## src/sv/hrdp_pkg.sv

```systemverilog
package hrdp_pkg;

    typedef struct packed {
        logic [7:0] desc_byte;
        logic       last_byte;
    } hrdp_in_t;

    typedef struct packed {
        logic [15:0] page_of_usage;
        logic [15:0] usage_code;
        logic [15:0] report_number;
        logic [15:0] bit_position;
        logic [7:0]  field_bits;
        logic signed [31:0] logical_minimum;
        logic signed [31:0] logical_maximum;
        logic [31:0] main_flags;
        logic        last_field;
    } hrdp_out_t;

    typedef enum logic [2:0] {
        ST_IDLE,
        ST_EXEC,
        ST_RANGE,
        ST_READ,
        ST_EMIT,
        ST_ADV,
        ST_END
    } hrdp_state_t;

    // controller -> datapath
    typedef struct packed {
        logic take_byte;
        logic exec;
        logic range_step;
        logic rd_req;
        logic emit_next;
        logic advance;
        logic clear_all;
    } hrdp_cmd_t;

    // datapath -> controller
    typedef struct packed {
        logic item_ready;
        logic is_input;
        logic range_fill;
        logic emit_any;
        logic emit_done;
        logic is_last;
    } hrdp_sts_t;

    localparam logic [1:0] TYPE_MAIN   = 2'd0;
    localparam logic [1:0] TYPE_GLOBAL = 2'd1;
    localparam logic [1:0] TYPE_LOCAL  = 2'd2;
    localparam logic [1:0] TYPE_RSVD   = 2'd3;
    localparam logic [3:0] TAG_INPUT   = 4'd8;
    localparam logic [3:0] G_PAGE      = 4'd0;
    localparam logic [3:0] G_LMIN      = 4'd1;
    localparam logic [3:0] G_LMAX      = 4'd2;
    localparam logic [3:0] G_RSIZE     = 4'd7;
    localparam logic [3:0] G_RID       = 4'd8;
    localparam logic [3:0] G_RCOUNT    = 4'd9;
    localparam logic [3:0] L_USAGE     = 4'd0;
    localparam logic [3:0] L_UMIN      = 4'd1;
    localparam logic [3:0] L_UMAX      = 4'd2;

endpackage

```

## src/sv/hid_report_descriptor_parser_top.sv

```systemverilog
// Channel | Signals                            | Transfer when
// in      | in_valid, in_stall, in_data        | in_valid && !in_stall
// out     | out_valid, out_stall, out_data     | out_valid && !out_stall
//
// Each descriptor byte is accepted in ST_IDLE, then decoded/executed in ST_EXEC.
// An Input main item adds ST_RANGE to check for a usage range and fill slots from it,
// then ST_READ (slot memory read) and ST_EMIT (the transfer) for each field record,
// and ST_ADV for the bit advance.
// The byte marked last adds ST_END, which returns the datapath registers to reset.
// Output stalls hold the current record; no new byte is taken until it is done.
// Reset (rst_n, asynchronous) clears control and descriptor registers, not the slot memory.
module hid_report_descriptor_parser_top
    import hrdp_pkg::*;
#(
    parameter int USAGE_SLOTS = 32,
    parameter int MAX_FIELDS  = 64
)
(
    input  logic      clk,
    input  logic      rst_n,
    input  logic      in_valid,
    output logic      in_stall,
    input  hrdp_in_t  in_data,
    output logic      out_valid,
    input  logic      out_stall,
    output hrdp_out_t out_data
);

    hrdp_cmd_t cmd;
    hrdp_sts_t sts;

    // sequencer: byte intake, item execution and record emission steps
    hrdp_ctrl u_ctrl (
        .clk       (clk),
        .rst_n     (rst_n),
        .in_valid  (in_valid),
        .in_stall  (in_stall),
        .out_valid (out_valid),
        .out_stall (out_stall),
        .sts       (sts),
        .cmd       (cmd)
    );

    // item assembly, global/local state, usage slot memory
    hrdp_datapath #(
        .USAGE_SLOTS (USAGE_SLOTS),
        .MAX_FIELDS  (MAX_FIELDS)
    ) u_dp (
        .clk      (clk),
        .rst_n    (rst_n),
        .in_data  (in_data),
        .cmd      (cmd),
        .sts      (sts),
        .out_data (out_data)
    );

endmodule

```

## src/sv/hrdp_ctrl.sv

```systemverilog
module hrdp_ctrl
    import hrdp_pkg::*;
(
    input  logic       clk,
    input  logic       rst_n,
    input  logic       in_valid,
    output logic       in_stall,
    output logic       out_valid,
    input  logic       out_stall,
    input  hrdp_sts_t  sts,
    output hrdp_cmd_t  cmd
);

    hrdp_state_t state_reg, state_next;

    always_ff @(posedge clk or negedge rst_n)
    begin
        if (!rst_n)
            state_reg <= ST_IDLE;
        else
            state_reg <= state_next;
    end

    always_comb
    begin
        state_next = state_reg;
        case (state_reg)
            ST_IDLE:
                if (in_valid)
                    state_next = ST_EXEC;
            ST_EXEC:
                if (!sts.item_ready)
                    state_next = sts.is_last ? ST_END : ST_IDLE;
                else if (sts.is_input)
                    state_next = ST_RANGE;
                else
                    state_next = sts.is_last ? ST_END : ST_IDLE;
            ST_RANGE:
                if (!sts.range_fill)
                    state_next = sts.emit_any ? ST_READ : ST_ADV;
            ST_READ:
                state_next = ST_EMIT;
            ST_EMIT:
                if (!out_stall)
                    state_next = sts.emit_done ? ST_ADV : ST_READ;
            ST_ADV:
                state_next = sts.is_last ? ST_END : ST_IDLE;
            ST_END:
                state_next = ST_IDLE;
            default:
                state_next = ST_IDLE;
        endcase
    end

    always_comb
    begin
        cmd = '0;
        in_stall = 1'b1;
        out_valid = 1'b0;
        case (state_reg)
            ST_IDLE:
            begin
                in_stall = 1'b0;
                cmd.take_byte = in_valid;
            end
            ST_EXEC:
                cmd.exec = sts.item_ready;
            ST_RANGE:
            begin
                cmd.range_step = sts.range_fill;
                cmd.rd_req = !sts.range_fill;
            end
            ST_READ:
                cmd.rd_req = 1'b1;
            ST_EMIT:
            begin
                out_valid = 1'b1;
                cmd.emit_next = !out_stall;
            end
            ST_ADV:
                cmd.advance = 1'b1;
            ST_END:
                cmd.clear_all = 1'b1;
            default:
                cmd = '0;
        endcase
    end

endmodule

```

## src/sv/hrdp_datapath.sv

```systemverilog
module hrdp_datapath
    import hrdp_pkg::*;
#(
    parameter int USAGE_SLOTS = 32,
    parameter int MAX_FIELDS  = 64
)
(
    input  logic       clk,
    input  logic       rst_n,
    input  hrdp_in_t   in_data,
    input  hrdp_cmd_t  cmd,
    output hrdp_sts_t  sts,
    output hrdp_out_t  out_data
);

    localparam int SW = (USAGE_SLOTS > 1) ? $clog2(USAGE_SLOTS) : 1;
    localparam int CW = $clog2(USAGE_SLOTS + 1);
    localparam int EW = $clog2(MAX_FIELDS + 1);

    logic [15:0] slots [USAGE_SLOTS];

    logic [2:0]  left_reg;
    logic [1:0]  idx_reg;
    logic [7:0]  prefix_reg;
    logic [31:0] value_reg;
    logic        ready_reg, last_reg;
    logic [15:0] page_reg, rid_reg, bitpos_reg;
    logic [31:0] lmin_reg, lmax_reg, rcount_reg;
    logic [7:0]  rsize_reg;
    logic [CW-1:0] cnt_reg;
    logic [15:0] rmin_reg, rmax_reg, rcur_reg;
    logic        rpres_reg, rdone_reg;
    logic [EW-1:0] emit_reg, ei_reg;
    logic [15:0] epos_reg;
    logic [15:0] rd_reg;
    logic [CW-1:0] ridx;

    logic [1:0] psz;
    logic [2:0] bsz;
    logic [1:0] ptype;
    logic [3:0] ptag;
    logic [31:0] sval;
    logic [15:0] adv;

    assign psz   = prefix_reg[1:0];
    assign ptype = prefix_reg[3:2];
    assign ptag  = prefix_reg[7:4];
    assign bsz   = (in_data.desc_byte[1:0] == 2'd3) ? 3'd4 : {1'b0, in_data.desc_byte[1:0]};
    assign adv   = rcount_reg[15:0] * {8'd0, rsize_reg};

    always_comb
    begin
        sval = value_reg;
        if (psz == 2'd1 && value_reg[7])
            sval = value_reg | 32'hFFFF_FF00;
        else if (psz == 2'd2 && value_reg[15])
            sval = value_reg | 32'hFFFF_0000;
    end

    // slot index for the next record read
    always_comb
    begin
        if ({{(32-EW){1'b0}}, ei_reg} < {{(32-CW){1'b0}}, cnt_reg})
            ridx = CW'(ei_reg);
        else
            ridx = cnt_reg - CW'(1);
    end

    always_ff @(posedge clk)
    begin
        if (cmd.exec && ptype == TYPE_LOCAL && ptag == L_USAGE
            && cnt_reg < CW'(USAGE_SLOTS))
            slots[cnt_reg[SW-1:0]] <= value_reg[15:0];
        else if (cmd.range_step)
            slots[cnt_reg[SW-1:0]] <= rcur_reg;
        if (cmd.rd_req)
            rd_reg <= slots[ridx[SW-1:0]];
    end

    always_ff @(posedge clk or negedge rst_n)
    begin
        if (!rst_n)
        begin
            left_reg <= '0; idx_reg <= '0; prefix_reg <= '0; value_reg <= '0;
            ready_reg <= 1'b0; last_reg <= 1'b0;
            page_reg <= '0; rid_reg <= 16'hFFFF; bitpos_reg <= '0;
            lmin_reg <= '0; lmax_reg <= '0; rcount_reg <= '0; rsize_reg <= '0;
            cnt_reg <= '0; rmin_reg <= '0; rmax_reg <= '0; rcur_reg <= '0;
            rpres_reg <= 1'b0; rdone_reg <= 1'b0;
            emit_reg <= '0; ei_reg <= '0; epos_reg <= '0;
        end
        else if (cmd.clear_all)
        begin
            left_reg <= '0; idx_reg <= '0; prefix_reg <= '0; value_reg <= '0;
            ready_reg <= 1'b0; last_reg <= 1'b0;
            page_reg <= '0; rid_reg <= 16'hFFFF; bitpos_reg <= '0;
            lmin_reg <= '0; lmax_reg <= '0; rcount_reg <= '0; rsize_reg <= '0;
            cnt_reg <= '0; rmin_reg <= '0; rmax_reg <= '0; rcur_reg <= '0;
            rpres_reg <= 1'b0; rdone_reg <= 1'b0;
            emit_reg <= '0; ei_reg <= '0; epos_reg <= '0;
        end
        else
        begin
            if (cmd.take_byte)
            begin
                last_reg <= in_data.last_byte;
                if (left_reg == 3'd0)
                begin
                    prefix_reg <= in_data.desc_byte;
                    value_reg <= '0;
                    idx_reg <= '0;
                    left_reg <= bsz;
                    ready_reg <= (bsz == 3'd0);
                end
                else
                begin
                    value_reg <= value_reg | ({24'd0, in_data.desc_byte} << {idx_reg, 3'b000});
                    idx_reg <= idx_reg + 2'd1;
                    left_reg <= left_reg - 3'd1;
                    ready_reg <= (left_reg == 3'd1);
                end
            end
            if (cmd.exec)
            begin
                case (ptype)
                    TYPE_GLOBAL:
                        case (ptag)
                            G_PAGE:   page_reg <= value_reg[15:0];
                            G_LMIN:   lmin_reg <= sval;
                            G_LMAX:   lmax_reg <= sval;
                            G_RSIZE:  rsize_reg <= (value_reg > 32'd255) ? 8'd255
                                                                           : value_reg[7:0];
                            G_RID:
                            begin
                                rid_reg <= value_reg[15:0];
                                bitpos_reg <= '0;
                            end
                            G_RCOUNT: rcount_reg <= value_reg;
                            default:  rid_reg <= rid_reg;
                        endcase
                    TYPE_LOCAL:
                        case (ptag)
                            L_USAGE:
                                if (cnt_reg < CW'(USAGE_SLOTS))
                                    cnt_reg <= cnt_reg + CW'(1);
                            L_UMIN:
                            begin
                                rmin_reg <= value_reg[15:0];
                                rpres_reg <= 1'b1;
                            end
                            L_UMAX:   rmax_reg <= value_reg[15:0];
                            default:  rmax_reg <= rmax_reg;
                        endcase
                    TYPE_MAIN:
                    begin
                        rcur_reg <= rmin_reg;
                        rdone_reg <= (cnt_reg != '0) || !rpres_reg
                                     || (rmin_reg > rmax_reg);
                        if (!value_reg[0])
                            emit_reg <= (rcount_reg < 32'(MAX_FIELDS)) ? EW'(rcount_reg)
                                                                       : EW'(MAX_FIELDS);
                        else
                            emit_reg <= '0;
                        ei_reg <= '0;
                        epos_reg <= bitpos_reg;
                        if (ptag != TAG_INPUT)
                        begin
                            cnt_reg <= '0; rpres_reg <= 1'b0;
                            rmin_reg <= '0; rmax_reg <= '0;
                        end
                    end
                    default: ;
                endcase
                ready_reg <= 1'b0;
            end
            if (cmd.range_step)
            begin
                cnt_reg <= cnt_reg + CW'(1);
                rcur_reg <= rcur_reg + 16'd1;
                if (rcur_reg == rmax_reg || cnt_reg == CW'(USAGE_SLOTS - 1))
                    rdone_reg <= 1'b1;
            end
            if (cmd.emit_next)
            begin
                ei_reg <= ei_reg + EW'(1);
                epos_reg <= epos_reg + {8'd0, rsize_reg};
            end
            if (cmd.advance)
            begin
                bitpos_reg <= bitpos_reg + adv;
                cnt_reg <= '0; rpres_reg <= 1'b0;
                rmin_reg <= '0; rmax_reg <= '0;
            end
        end
    end

    assign sts.item_ready = ready_reg;
    assign sts.is_input   = (ptype == TYPE_MAIN) && (ptag == TAG_INPUT);
    assign sts.range_fill = !rdone_reg;
    assign sts.emit_any   = (emit_reg != '0);
    assign sts.emit_done  = (ei_reg + EW'(1) == emit_reg);
    assign sts.is_last    = last_reg;

    assign out_data.page_of_usage   = page_reg;
    assign out_data.usage_code      = (cnt_reg == '0) ? 16'd0 : rd_reg;
    assign out_data.report_number   = rid_reg;
    assign out_data.bit_position    = epos_reg;
    assign out_data.field_bits      = rsize_reg;
    assign out_data.logical_minimum = lmin_reg;
    assign out_data.logical_maximum = lmax_reg;
    assign out_data.main_flags      = value_reg;
    assign out_data.last_field      = (ei_reg + EW'(1) == emit_reg);

endmodule

```

## config.mk

```make
export PLATFORM = sky130hd
export DESIGN_NAME = hid_report_descriptor_parser_top
export DESIGN_NICKNAME = d
export VERILOG_FILES = /design/src/sv/hrdp_pkg.sv /design/src/sv/hid_report_descriptor_parser_top.sv /design/src/sv/hrdp_ctrl.sv /design/src/sv/hrdp_datapath.sv
export SDC_FILE = /design/constraint.sdc
export NUM_CORES = 2
export LEC_CHECK = 0
export BUFFER_PORTS_ARGS = -buffer_cell sky130_fd_sc_hd__clkbuf_2
export CAP_MARGIN = 40
export CORE_ASPECT_RATIO = 0.8
export CORE_UTILIZATION = 30
export CTS_CLUSTER_SIZE = 25
export DETAILED_ROUTE_END_ITERATION = 7
export HOLD_SLACK_MARGIN = 0.12
export PLACE_DENSITY = 0.51
export SLEW_MARGIN = 20
export SYNTH_ARGS = -nofsm -noshare
export SYNTH_HDL_FRONTEND = slang
export SYNTH_SLANG_ARGS = --single-unit
```

## constraint.sdc

```tcl
create_clock -name clk -period 9.2 [get_ports clk]
set_clock_uncertainty 0.1 [all_clocks]
set_input_delay 0.46 -clock clk [delete_from_list [all_inputs] [get_ports clk]]
set_output_delay 0.46 -clock clk [all_outputs]
set_load 0.05 [all_outputs]
```

Word-level counts from Yosys, hierarchy flattened
Memories as Yosys holds them, arrays and structs flattened. A register that Yosys moved wholly into a read port is not among the register bits.
Cells that the tools add are included.
{"block": "word_totals", "register_bits": 288, "latchBits": 0, "mem_bits_rw": 512, "romBits": 0, "input_bits": 13, "output_inout_bits": 171, "wordCells": 252, "memories": 1}
{"block": "op_classes", "add_sub_neg": 8, "mul": 1, "div": 0, "n_lt_le_gt_ge": 5, "eq_ne": 30, "shift": 1, "muxes": 124, "bitwise_logic": 2, "reduce_logical": 57}
{"memory": "u_dp.slots", "words": 32, "width": 16, "read_ports": 1, "rd_clocked_by_memory_dff": 1, "wr": 1, "line": "hrdp_datapath.sv:20", "source": "logic [15:0] slots [USAGE_SLOTS];"}
{"cell": "32-bit two-way mux", "n": 17}
{"cell": "16-bit two-way mux", "n": 32}
{"cell": "8-bit two-way mux", "n": 8}
{"cell": "16-bit one-hot mux with 2 select lines", "n": 2}
{"cell": "7-bit two-way mux", "n": 9}
{"cell": "6-bit two-way mux", "n": 7}
{"cell": "3-bit two-way mux", "n": 12}
{"cell": "32-bit by 8-bit greater-than comparator with 1-bit output (second input constant)", "n": 1}
{"cell": "32-bit by 7-bit < comparator with 1-bit output (second input constant)", "n": 1}
{"cell": "32-bit bitwise OR", "n": 1}
{"cell": "8-bit by 5-bit left shift with 32-bit output", "n": 1}
{"cell": "1-bit two-way mux", "n": 29}
{"cell": "3-bit AND reduction", "n": 8}
{"cell": "3-bit nonzero test", "n": 8}
{"cell": "2-bit nonzero test", "n": 11}
{"cell": "3-bit one-hot mux with 6 select lines", "n": 1}
{"cell": "16-bit by 1-bit adder with 16-bit output (second input constant)", "n": 1}
{"cell": "16-bit adder", "n": 1}
{"cell": "16-bit by 8-bit adder with 16-bit output", "n": 1}
{"cell": "16-bit equality test", "n": 1}
{"cell": "16-bit greater-than comparator", "n": 1}
{"cell": "16-bit by 8-bit multiplier with 16-bit output", "n": 1}
{"cell": "4-bit inequality test (second input constant)", "n": 3}
{"cell": "6-bit one-hot mux with 2 select lines", "n": 1}
{"cell": "other kinds (41)", "n": 70}

Longest topological paths before layout
{"block": "logic_depth", "depth_word": 8, "depth_mapped": 19, "depth_no_buf": 18}

By module
From an unflattened synthesis, not the netlist that was laid out.
{"block": "hier_totals", "cells_unflattened": 3113, "hier_area_um2": 38521.9}
{"mod": "hrdp_datapath", "instances": 1, "cells_each": 3076, "area_each_um2": 38250.4, "seq_area_each_um2": 23007.1}
{"mod": "hrdp_ctrl", "instances": 1, "cells_each": 37, "area_each_um2": 271.5, "seq_area_each_um2": 75.1}

Worst setup path after synthesis
OpenSTA, ideal clock, no wires.
{"block": "synth_timing", "path_type": "reg2reg", "start": "reg u_dp.rsize_reg[1]", "end": "reg u_dp.bitpos_reg[15]", "setup_ns": 0.121, "arrival_ns": 5.090, "required_ns": 8.979, "path_slack_ns": 3.889, "stages_incl_launch_ff": 20, "path_buffers": 2, "period_less_slack_ns": 5.311, "cell_sequence": "dfrtp_1 -> clkbuf_1 -> clkbuf_1 -> nand2_1 -> fa_1 -> inv_1 -> fa_1 -> inv_1 -> fa_1 -> fa_1 -> inv_1 -> ha_1 -> o21ai_0 -> o21bai_1 -> a31oi_1 -> nor2b_1 -> o31a_1 -> o41ai_1 -> xnor2_1 -> a22o_1"}
{"block": "synth_between", "elab_chain_cells": 4}
{"item": "start, declared", "line": "hrdp_datapath.sv:29", "source": "logic [7:0] rsize_reg;"}
{"item": "start signal, assigned", "line": "hrdp_datapath.sv:131", "source": "G_RSIZE: rsize_reg <= (value_reg > 32'd255) ? 8'd255"}
{"item": "16-bit by 8-bit multiplier with 16-bit output", "line": "hrdp_datapath.sv:49", "source": "assign adv = rcount_reg[15:0] * {8'd0, rsize_reg};"}
{"item": "16-bit adder", "line": "hrdp_datapath.sv:190", "source": "bitpos_reg <= bitpos_reg + adv;"}
{"item": "16-bit two-way mux", "line": "hrdp_datapath.sv:188", "source": "if (cmd.advance)"}
{"item": "16-bit two-way mux", "line": "hrdp_datapath.sv:92", "source": "else if (cmd.clear_all)"}
{"item": "end signal, assigned", "line": "hrdp_datapath.sv:190"}
{"item": "end, declared", "line": "hrdp_datapath.sv:27", "source": "logic [15:0] page_reg, rid_reg, bitpos_reg;"}
Every way passes these cells.
A chain may end at the register's enable or synchronous reset.

Worst setup path after layout
Same ends and word-level chain as after synthesis.

==> results.toml <==
[status]
outcome = "complete, no violations"

[final_layout]
final_nets = 3600
largest_reg_flops = 512
post-route-util_pct = 35.5
drive_above_1_share_pct = 15.7
syn_to_final_growth_pct = 17.1
fill_cells = 12450

[synthesis]
ys_warn_count = 0
synth_nets = 3392
synth-edff-count = 528
synth_top_area_share_pct = 41.7
synth-async-reset-ratio_pct = 35.3
avgSynthCellArea_sq_um = 11.7
synthTopCellsByArea = "edfxtp_1 42%, dfrtp_1 18%, nand2_1 6.0%, mux2i_1 4.3%, fa_1 3.9%"
ys_seq_area_share_pct = 60.7
synth-seq-cells = 816
synth_top_cell_by_area = "edfxtp_1"
ys_types = 72
ys.flop_type = "edfxtp_1"
synthCells = 3241
syn_area_sq_um = 38000

[clock_tree]
cts_buffers = 90
cts_tree = "yes"
clk_pin_slew_ns = 0.06
htreeDepth = 3
post_cts_buffers = 0
insertion_delay_ns = 0.68
clock_tree.buffer_depth = 3
root_buffer = "clkbuf_16"
clock_sinks = 816

[route]
wirelength_um = 111000
drt-pass1-iter-count = 5
routedWlPerCell_um = 21.4
vias_per_cell = 4.90
drc = 0
vias = 25363
ant_nets = 0
drt_iter0_markers = 2202

[global_route]
globalRouteOverflowTotal = 0
grt_max_degree = 90
antenna_found_initial = 3
grt_use_total_pct = 17.3
first_global_vias = 24908
grt_pass1_wl_um = 167000

[floorplanning]
start_util_pct = 30.3
die-area_sq_um = 128000
core_sq_um = 125000
boundaryPins = 184
fp.dieH_um = 320
fp-row-count = 116
die_w_um = 400

[sta]
rsz0062_at_grt = "false"
fmaxAchievable_ghz = 0.192
final-hold-violation-count = 0
maxSlewHeadroom_pct = 41.6
worst_pin_slew_ns = 0.871
min_period_ns = 5.21
setup_tns_ns = 0
maxSlewViolCount = 0
holdWs_ns = 0.268
timing.final.crit_share_pct = 56.6
setup_viol = 0

[hold_path]
hold_class = "in2reg"

[placement]
dp_hpwl_um = 72800
portBuffers = 183
routabilityCongestion = 0.825

[setup_path]
cp_max_fo = 19
worst_setup_path_end_kind = "flop"
cp.required_ns = 9.65
critPathArrivalTime_ns = 5.66
cp-start-kind = "flop"
path_class = "reg2reg"

[power]
irDropWorstVdd_uv = 437
p_leak_nw = 18.1
powerDensity_nw_per_um2 = 408
p_total_w = 0.0182

[flow_run]
drv_cap = 0
==> synthesized netlist by cell type, types with 36 or more instances <==
master,number
nand2_1,609
edfxtp_1,528
dfrtp_1,272
a21oi_1,196
nor2_1,184
mux2i_1,165
inv_1,149
nand3_1,146
clkbuf_1,120
o21ai_0,108
and2_1,78
fa_1,75
ha_1,63
a22o_1,39
xnor2_1,38
mux2_2,36
==> where the power goes <==
group,leakage (nW),internal (W),switching (W),total [W]
Clock,1.49,0.00221,0.00154,0.00375
Combinational,8.09,0.00293,0.00607,0.00900
Sequential,8.57,0.00484,0.000574,0.00542
==> layer usage <==
metal,wire (um),track usage [%]
met4,2640,4.72
met1,53100,25.6
met2,49300,25.9
met3,5940,2.81
met5,0,0
==> path summary, 6_finish.rpt <==
kind                                   startpoint                   to  slack [ns]  depth (start not counted)
worst max register to register  u_dp.rsize_reg[1]  u_dp.bitpos_reg[15]        3.99                         17
min in group asynchronous                   rst_n    u_dp.lmin_reg[30]        0.28                          2
worst max-delay path            u_dp.rsize_reg[1]  u_dp.bitpos_reg[15]        3.99                         17
worst min register to register   u_dp.lmin_reg[1]     u_dp.lmin_reg[1]        0.38                          2
max in group asynchronous                   rst_n    u_dp.rcur_reg[11]        7.50                          4
worst min-delay path                     in_valid     u_dp.left_reg[1]        0.27                          3
==> per-stage QoR <==
stage               setup WS, ns  area, sq um  instances
finish                      3.99        44500       5179
global route                3.69        44500       5177
CTS                         3.99        44400       5172
detailed placement          4.00        41200       4993
global placement            4.07        40900       4968
floorplan                   3.89        38000       3241
==> worst max-delay path, cell delays in order, from the launching register on <==
cell and delay [ns]:
dfrtp_1 0.77, nand2_1 0.17, fa_1 0.53, inv_1 0.05, fa_1 0.45, ha_1 0.29, inv_1 0.06, fa_1 0.52
inv_1 0.07, fa_1 0.49, a211oi_1 0.29, o21bai_1 0.14, a31oi_1 0.20, nor2b_1 0.08, o31a_1 0.26, o41ai_1 0.30
xnor2_1 0.13, a22o_1 0.19
==> cell usage in the layout (no fill, tap or decap), types with 38 or more instances in the layout <==
cell type,n
nand2_1,606
edfxtp_1,528
dfrtp_1,272
a21oi_1,195
clkbuf_2,182
nor2_1,177
mux2i_1,164
inv_1,149
nand3_1,146
o21ai_0,107
clkbuf_16,90
buf_4,88
and2_1,78
fa_1,75
ha_1,63
a22o_1,39
xnor2_1,38
==> cell type report <==
cell class / instances / area (sq um) / share of cell area [%]
antenna: 2 / 5.00 / 0.0112
timing repair buffer: 308 / 2130 / 4.78
sequential: 816 / 23100 / 51.8
multi-input combinational: 2083 / 13600 / 30.6
clock inverter: 52 / 653 / 1.47
inverter: 150 / 563 / 1.26
clock buffer: 116 / 2420 / 5.43
tap: 1652 / 2070 / 4.64
==> cell families (layout without fill, tap and decap cells) <==
logic type | after synthesis | in the layout | synth area share [%]
other | 0 | 2 | 0
buffers and inverters | 342 | 626 | 3.91
adders and majority gates | 138 | 138 | 6.02
DFF | 816 | 816 | 60.7
AOI/OAI and AO/OA | 481 | 481 | 7.76
muxes | 220 | 220 | 6.16
xor gates and xnor gates | 61 | 61 | 1.40
and+or+nand+nor | 1183 | 1183 | 14.1
==> timing repair <==
item | 4_1_cts | 5_1_grt
resized for setup | 0 | 0
endpoints found under the setup margin | 0 | 0
hold buffers | 11 | 0
endpoints found under the hold margin | 116 | 0
(Power assumes the default switching activity.)
